**src/hdl/tfbs_pkg.sv**
```systemverilog
`default_nettype none
package tfbs_pkg;

  localparam int unsigned CNT_W   = 16;
  localparam int unsigned SUM_W   = 16;
  localparam int unsigned BIT_W   = 5;
  localparam int unsigned QUEUE_D = 2;

  localparam logic [3:0] PULSE_ONE  = 4'd15;
  localparam logic [3:0] PULSE_ZERO = 4'd5;

  localparam logic [BIT_W-1:0] LAST_BIT_PLAIN = BIT_W'(7);
  localparam logic [BIT_W-1:0] LAST_BIT_GEN   = BIT_W'(23);

  typedef enum logic [1:0] {
    SEL_DATA   = 2'd0,
    SEL_SUM_LO = 2'd1,
    SEL_SUM_HI = 2'd2
  } byte_sel_e;

  typedef enum logic [4:0] {
    PH_ADDR = 5'b00001,
    PH_LEN  = 5'b00010,
    PH_NAME = 5'b00100,
    PH_DATA = 5'b01000,
    PH_SUM  = 5'b10000
  } phase_e;

  typedef struct packed {
    logic [7:0]       data;
    logic             gen;
    logic             done;
    logic [SUM_W-1:0] sum;
  } job_t;

endpackage
`default_nettype wire

```
**src/hdl/tfbs_front.sv**
```systemverilog
`default_nettype none
module tfbs_front
  import tfbs_pkg::*;
#(
  parameter int unsigned NAME_BYTES = 16
) (
  input  wire logic       clk_i,
  input  wire logic       rst_ni,
  input  wire logic       cfg_valid_i,
  output logic            cfg_ready_o,
  input  wire logic       cfg_data_i,
  input  wire logic       in_valid_i,
  output logic            in_ready_o,
  input  wire logic [7:0] byte_in_i,
  output logic            push_o,
  input  wire logic       push_ready_i,
  output job_t            job_o
);

  logic             from_input_q;
  phase_e           phase_q, phase_d;
  logic [CNT_W-1:0] count_q, count_d;
  logic [CNT_W-1:0] length_q, length_d;
  logic [SUM_W-1:0] sum_q, sum_d;
  logic [SUM_W:0]   sum_raw;
  logic [SUM_W-1:0] sum_add;
  logic [CNT_W-1:0] count_inc;
  logic             gen, done;

  assign cfg_ready_o = 1'b1;
  assign in_ready_o  = push_ready_i;
  assign push_o      = in_valid_i && push_ready_i;

  assign sum_raw   = {1'b0, sum_q} + {{(SUM_W - 7){1'b0}}, byte_in_i};
  assign sum_add   = sum_raw[SUM_W] ? (sum_raw[SUM_W-1:0] + SUM_W'(1)) : sum_raw[SUM_W-1:0];
  assign count_inc = count_q + CNT_W'(1);

  always_comb begin
    phase_d  = phase_q;
    count_d  = count_q;
    length_d = length_q;
    sum_d    = sum_q;
    gen      = 1'b0;
    done     = 1'b0;
    case (phase_q)
      PH_LEN: begin
        if (count_q == '0) begin
          length_d = {{(CNT_W - 8){1'b0}}, byte_in_i};
          count_d  = CNT_W'(1);
        end else begin
          length_d = {byte_in_i, length_q[7:0]};
          phase_d  = PH_NAME;
          count_d  = '0;
        end
      end
      PH_NAME: begin
        count_d = count_inc;
        if (count_inc >= CNT_W'(NAME_BYTES)) begin
          count_d = '0;
          if (length_q == '0) begin
            phase_d = PH_SUM;
            gen     = !from_input_q;
          end else begin
            phase_d = PH_DATA;
          end
        end
      end
      PH_DATA: begin
        sum_d   = sum_add;
        count_d = count_inc;
        if (count_inc == length_q) begin
          count_d = '0;
          phase_d = PH_SUM;
          gen     = !from_input_q;
        end
      end
      PH_SUM: begin
        if (count_q == '0) begin
          count_d = CNT_W'(1);
        end else begin
          done = 1'b1;
        end
      end
      default: begin
        if (count_q == '0) begin
          count_d = CNT_W'(1);
        end else begin
          phase_d = PH_LEN;
          count_d = '0;
        end
      end
    endcase
    if (gen) begin
      done = 1'b1;
    end
    if (done) begin
      phase_d  = PH_ADDR;
      count_d  = '0;
      length_d = '0;
      sum_d    = '0;
    end
  end

  always_comb begin
    job_o.data = byte_in_i;
    job_o.gen  = gen;
    job_o.done = done;
    job_o.sum  = (phase_q == PH_DATA) ? sum_add : sum_q;
  end

  always_ff @(posedge clk_i or negedge rst_ni) begin
    if (!rst_ni) begin
      from_input_q <= 1'b0;
      phase_q      <= PH_ADDR;
      count_q      <= '0;
      length_q     <= '0;
      sum_q        <= '0;
    end else begin
      if (cfg_valid_i) begin
        from_input_q <= cfg_data_i;
      end
      if (push_o) begin
        phase_q  <= phase_d;
        count_q  <= count_d;
        length_q <= length_d;
        sum_q    <= sum_d;
      end
    end
  end

endmodule
`default_nettype wire

```
**src/hdl/tfbs_queue.sv**
```systemverilog
`default_nettype none
module tfbs_queue
  import tfbs_pkg::*;
(
  input  wire logic clk_i,
  input  wire logic rst_ni,
  input  wire logic push_i,
  output logic      push_ready_o,
  input  wire job_t job_i,
  output logic      head_valid_o,
  output job_t      head_o,
  input  wire logic pop_i
);

  localparam int unsigned PTR_W = $clog2(QUEUE_D);

  job_t             mem_q [QUEUE_D];
  logic [PTR_W-1:0] wr_q, rd_q;
  logic [PTR_W:0]   cnt_q;

  assign push_ready_o = (cnt_q != (PTR_W + 1)'(QUEUE_D));
  assign head_valid_o = (cnt_q != '0);
  assign head_o       = mem_q[rd_q];

  always_ff @(posedge clk_i) begin
    if (push_i) begin
      mem_q[wr_q] <= job_i;
    end
  end

  always_ff @(posedge clk_i or negedge rst_ni) begin
    if (!rst_ni) begin
      wr_q  <= '0;
      rd_q  <= '0;
      cnt_q <= '0;
    end else begin
      if (push_i) begin
        wr_q <= (wr_q == PTR_W'(QUEUE_D - 1)) ? '0 : wr_q + PTR_W'(1);
      end
      if (pop_i) begin
        rd_q <= (rd_q == PTR_W'(QUEUE_D - 1)) ? '0 : rd_q + PTR_W'(1);
      end
      if (push_i && !pop_i) begin
        cnt_q <= cnt_q + (PTR_W + 1)'(1);
      end else if (pop_i && !push_i) begin
        cnt_q <= cnt_q - (PTR_W + 1)'(1);
      end
    end
  end

endmodule
`default_nettype wire

```
**src/hdl/tfbs_back.sv**
```systemverilog
`default_nettype none
module tfbs_back
  import tfbs_pkg::*;
(
  input  wire logic  clk_i,
  input  wire logic  rst_ni,
  input  wire logic  head_valid_i,
  input  wire job_t  head_i,
  output logic       pop_o,
  output logic       out_valid_o,
  input  wire logic  out_ready_i,
  output logic       bit_out_o,
  output logic [3:0] pulse_length_o,
  output logic       last_o,
  output logic       frame_done_o
);

  logic [BIT_W-1:0] idx_q;
  logic             valid_q;
  logic             bit_q, last_q, done_q;
  logic             emit, last_bit, cur_bit;
  logic [7:0]       sel_byte;
  byte_sel_e        sel;

  assign emit     = head_valid_i && (!valid_q || out_ready_i);
  assign last_bit = head_i.gen ? (idx_q == LAST_BIT_GEN) : (idx_q == LAST_BIT_PLAIN);
  assign pop_o    = emit && last_bit;
  assign sel      = byte_sel_e'(idx_q[4:3]);

  always_comb begin
    case (sel)
      SEL_DATA:   sel_byte = head_i.data;
      SEL_SUM_LO: sel_byte = head_i.sum[7:0];
      SEL_SUM_HI: sel_byte = head_i.sum[15:8];
      default:    sel_byte = head_i.data;
    endcase
  end

  assign cur_bit = sel_byte[idx_q[2:0]];

  always_ff @(posedge clk_i or negedge rst_ni) begin
    if (!rst_ni) begin
      idx_q   <= '0;
      valid_q <= 1'b0;
    end else begin
      if (emit) begin
        valid_q <= 1'b1;
        idx_q   <= last_bit ? '0 : idx_q + BIT_W'(1);
      end else if (out_ready_i) begin
        valid_q <= 1'b0;
      end
    end
  end

  always_ff @(posedge clk_i) begin
    if (emit) begin
      bit_q  <= cur_bit;
      last_q <= last_bit;
      done_q <= last_bit && head_i.done;
    end
  end

  assign out_valid_o    = valid_q;
  assign bit_out_o      = bit_q;
  assign pulse_length_o = bit_q ? PULSE_ONE : PULSE_ZERO;
  assign last_o         = last_q;
  assign frame_done_o   = done_q;

endmodule
`default_nettype wire

```
**src/hdl/tape_frame_bit_serializer.sv**
```systemverilog
`default_nettype none
// cassette frame serializer: bytes in (address, length, name, data, checksum),
// one bit per output item, lsb first, with pulse length 15 for one, 5 for zero.
// every byte becomes 8 output items, one per cycle unless out_ready_i is low;
// in generating mode the final data byte (name byte at length 0) becomes 24
// (the byte, then the low and high checksum). bytes wait in a 2-entry job queue
// while it has room; the bit serializer sets the sustained rate. the user must
// write the checksum mode register through cfg only while idle; not enforced.
module tape_frame_bit_serializer
  import tfbs_pkg::*;
#(
  parameter int unsigned NAME_BYTES = 16
) (
  input  wire logic       clk_i,
  input  wire logic       rst_ni,
  input  wire logic       cfg_valid_i,
  output logic            cfg_ready_o,
  input  wire logic       cfg_data_i,
  input  wire logic       in_valid_i,
  output logic            in_ready_o,
  input  wire logic [7:0] byte_in_i,
  output logic            out_valid_o,
  input  wire logic       out_ready_i,
  output logic            bit_out_o,
  output logic [3:0]      pulse_length_o,
  output logic            last_o,
  output logic            frame_done_o
);

  logic push, push_ready, head_valid, pop;
  job_t job, head;

  tfbs_front #(
    .NAME_BYTES(NAME_BYTES)
  ) u_front (
    .clk_i        (clk_i),
    .rst_ni       (rst_ni),
    .cfg_valid_i  (cfg_valid_i),
    .cfg_ready_o  (cfg_ready_o),
    .cfg_data_i   (cfg_data_i),
    .in_valid_i   (in_valid_i),
    .in_ready_o   (in_ready_o),
    .byte_in_i    (byte_in_i),
    .push_o       (push),
    .push_ready_i (push_ready),
    .job_o        (job)
  );

  tfbs_queue u_queue (
    .clk_i        (clk_i),
    .rst_ni       (rst_ni),
    .push_i       (push),
    .push_ready_o (push_ready),
    .job_i        (job),
    .head_valid_o (head_valid),
    .head_o       (head),
    .pop_i        (pop)
  );

  tfbs_back u_back (
    .clk_i          (clk_i),
    .rst_ni         (rst_ni),
    .head_valid_i   (head_valid),
    .head_i         (head),
    .pop_o          (pop),
    .out_valid_o    (out_valid_o),
    .out_ready_i    (out_ready_i),
    .bit_out_o      (bit_out_o),
    .pulse_length_o (pulse_length_o),
    .last_o         (last_o),
    .frame_done_o   (frame_done_o)
  );

endmodule
`default_nettype wire
```
**config.mk**
```make
export PLATFORM = sky130hd
export DESIGN_NAME = tape_frame_bit_serializer
export DESIGN_NICKNAME = d
export VERILOG_FILES = /design/src/hdl/tfbs_pkg.sv /design/src/hdl/tfbs_front.sv /design/src/hdl/tfbs_queue.sv /design/src/hdl/tfbs_back.sv /design/src/hdl/tape_frame_bit_serializer.sv
export SDC_FILE = /design/constraint.sdc
export NUM_CORES = 1
export LEC_CHECK = 0
export ABC_CLOCK_PERIOD_IN_PS = 7400
export BUFFER_PORTS_ARGS = -buffer_cell sky130_fd_sc_hd__buf_2
export CORE_AREA = 10 10 117 130
export DETAILED_ROUTE_END_ITERATION = 10
export DIE_AREA = 0 0 127 140
export MAX_ROUTING_LAYER = met4
export PLACE_DENSITY = 0.77
export SYNTH_ARGS = -nofsm -noshare
export SYNTH_HDL_FRONTEND = slang
export SYNTH_SLANG_ARGS = --single-unit
```
**constraint.sdc**
```tcl
create_clock -name clk_i -period 7.4 [get_ports clk_i]
set_clock_uncertainty 0.05 [all_clocks]
set_input_delay 1.48 -clock clk_i [delete_from_list [all_inputs] [get_ports clk_i]]
set_output_delay 1.48 -clock clk_i [all_outputs]
set_load 0.1 [all_outputs]
```
==> flow_summary_export.csv <==
group,metric,value,unit
final_layout,final_cell_count_no_fill,809,
final_layout,multi_input_area,3270,sq um
place,dp_cells,778,
floorplanning,fp.dieW,127,microns
place,dp_hpwl,11100,microns
floorplanning,io-pin-count,24,
synthesis,async_flop_share,53.8,%
route,drc,0,
power_and_ir_drop,p_int,1.89,mW
power_and_ir_drop,total_power,3.14,mW
power_and_ir_drop,p_leak,3.03,nW
final_layout,regArea,3250,sq um
global_route,grt-ovfl-total,0,
route,vias_per_cell,6.37,
worst_setup_path,critPathCaptureType,"flip-flop",
sta,hold_viol_final,0,
clocking,cts_setup_buffers,0,
worst_setup_path,critPathKind,"input port to flip-flop",
place,finalWeightedCongestion,0.942,
synthesis,ys.flop_type,"dfrtp_1",
sta,min_period,3990,ps
clocking,postCtsHoldBufs,0,
synthesis,synth_edf_count,55,
final_layout,area_delta_synth_final,9.96,%
global_route,grt_pass1_vias,5101,
synthesis,avgSynthCellArea,10.6,sq um
worst_setup_path,critPathArrivalTime,4290,ps
run_status,outcome,"completed",
power_and_ir_drop,pwr-share-comb,39.0,%
sta,final.setup.tns,0,ps
global_route,grt_max_degree,65,
final_layout,post-route-util,59.8,%
floorplanning,die_h,140,microns
synthesis,synth_cells,638,
flow_run,drv_cap,0,
power_and_ir_drop,swShare,39.7,%
floorplanning,fp-row-count,43,
place,place_area,6900,sq um
power_and_ir_drop,vdd_drop_max,323,uV
final_layout,fillers,972,
power_and_ir_drop,p_switching,1.25,mW
synthesis,netlist_area,6790,sq um
sta,rsz0062_at_grt,"no",
clocking,clock_latency,420,ps
synthesis,yosysSeqAreaShare,48.0,%
clocking,cts_tree,"yes",
final_layout,num_antenna_cells,0,
synthesis,ys_top_cells_by_area,"edfxtp_1 (24%), dfrtp_1 (23%), xnor2_1 (4.5%), a22o_1 (3.5%), nand2_1 (3.5%)",
worst_setup_path,cp-start-kind,"input port",
route,wl,15900,microns
route,vias,5154,
power_and_ir_drop,power.density,421,nW/um^2
route,routedWlPerCell,19.7,microns
synthesis,yosysTopAreaCell,"edfxtp_1",
final_layout,layout.nets,670,
sta,tightest_slew,1110,ps
worst_setup_path,cp.required,7700,ps
worst_setup_path,cp_cell_sequence,"buf_2 > ha_1 > fa_1 > a21o_1 > a21oi_1 > xnor2_1 > nor4b_1 > nand4_1 > xor2_1 > o21ai_0 > a22o_1",
global_route,antenna_found_initial,0,
power_and_ir_drop,seqPwrFrac,35.9,%
sta,finalSetupViolCount,0,
floorplanning,die_area,17800,sq um
clocking,clockBufferDepth,2,
sta,relSlewSlack,25.8,%
place,io_buffers,20,
route,first_iter_violations,371,
final_layout,layout_common_cells,"nand2_1 (63), dfrtp_1 (63), edfxtp_1 (55)",
power_and_ir_drop,pwr-share-clk,25.1,%
synthesis,ys_seq_elements,119,
clocking,clkTransAtPathRegs,50,ps
clocking,htree_levels,4,
synthesis,synth_top_area_share,24.3,%
clocking,cts_buffers,17,
worst_setup_path,crit_path_max_incr_delay,620,ps
clocking,cts.sinks,119,
route,ant_nets,0,
min_path,min_path_type,"flip-flop to flip-flop",
global_route,grt_pass1_wl,26800,microns
worst_setup_path,crit_slowest_cell,"nor4b_1",
floorplanning,start_util,54.4,%
synthesis,ys_types,73,
floorplanning,core_area,12500,sq um
final_layout,final_area,7460,sq um
sta,clock.fmax,251,MHz
clocking,cts_root_buf,"clkbuf_16",
sta,min_period_over_period,53.9,%
route,first_pass_iters,6,
worst_setup_path,crit_fanout,5,
sta,slew_viol_final,0,
synthesis,yosys_warnings,0,
global_route,grtUsageTotal,19.2,%
final_layout,drive_gt1_share,13.7,%
clocking,cts.repair.resized,0,
-- registers in the layout (all words and copies together), names as in the netlist, 2 cells and up --
signal            count
u_queue.mem_q        52
u_front.count_q      16
u_front.length_q     16
u_front.sum_q        16
u_back.idx_q          5
u_front.phase_q       5
u_queue.cnt_q         2
-- cells by family (layout without fill, tap and decap cells) --
| kind of cell | Yosys count | after routing | share of synthesized area (%) |
|---|---|---|---|
| and+or+nand+nor | 220 | 220 | 17.0 |
| AOI/OAI and AO/OA | 150 | 150 | 16.2 |
| DFF | 119 | 119 | 48.0 |
| xor gates and xnor gates | 53 | 53 | 7.06 |
| buffers and inverters | 53 | 65 | 3.95 |
| muxes | 26 | 26 | 4.76 |
| adders and majority gates | 16 | 16 | 3.06 |
| other | 1 | 3 | 0.0553 |
-- path summary, 6_finish.rpt --
| path | from | end | slack, ps | cells past startpoint |
|---|---|---|---|---|
| min in group asynchronous | rst_ni | u_queue.wr_q | 1190 | 2 |
| setup / recovery | byte_in_i[0] | u_front.sum_q[6] | 3410 | 11 |
| hold / removal | u_front.phase_q[0] | u_front.phase_q[0] | 460 | 2 |
| hold reg to reg | u_front.phase_q[0] | u_front.phase_q[0] | 460 | 2 |
| max in group asynchronous | rst_ni | u_front.length_q[12] | 5550 | 2 |
| setup reg to reg | u_front.count_q[0] | u_front.phase_q[4] | 3810 | 10 |
-- metrics by stage --
step	setup slack (ps)	hold slack, ps
6_report	3410	459
5_1_grt	3190	479
4_1_cts	3470	460
3_5_place_dp	3030	452
3_3_place_gp	3140	432
2_1_floorplan	3510	411
-- layer usage --
metal / global-route usage, % / part of all wire (%) / vias up / routed length [microns]
met4: 9.78 / 3.3 / 0 / 524
met5: - / 0 / - / 0
met1: 22.2 / 41 / 2515 / 6510
li1: - / - / 2403 / -
met3: 4.15 / 6.1 / 41 / 966
met2: 30.8 / 50 / 195 / 7950
-- worst max-delay path: cells and delay by family --
family                   cells  cell delay [ps]
buffers and inverters        1              130
AO/OA/AOI/OAI                4              830
XOR/XNOR                     2              360
adder cells (fa/ha/maj)      2              670
AND/OR/NAND/NOR              2              820
-- power by group through the flow --
stage	Clock, mW	Sequential [mW]	Combinational [mW]
6_report	0.788	1.13	1.23
5_1_grt	0.829	1.15	1.34
4_1_cts	0.796	1.12	1.22
3_5_place_dp	0	1.13	1.21
3_3_place_gp	0	1.12	1.17
2_1_floorplan	0	1.10	0.953
-- layout make-up --
class | instances | share of cell area [%]
clock buffers | 22 | 6.22
clock inverters | 9 | 1.36
inverters | 9 | 0.453
multi-input cells | 468 | 43.9
flip-flops and latches | 119 | 43.6
well taps | 157 | 2.63
repair buffers | 25 | 1.84
-- synth_stat cells, drive strengths merged, types with 3 or more instances --
library cell   n
inv            9
nand2b         6
nand3         24
nand4         13
buf           26
o21ai         36
o41ai          3
o22ai          3
o31ai          6
nor4          14
nor3          14
clkbuf        18
a22o          27
mux2i         12
nand2         64
or4            3
and2           9
a21oi         20
and4           5
nor4b          5
a22oi          4
nor2          36
xor2          17
dfrtp         63
mux4           4
xnor2         35
a31o           7
and3          14
edfxtp        55
or2            3
nand3b         4
a21o          10
a211oi        10
a221oi         5
mux2          10
ha            15
(Power assumes the default switching activity.)
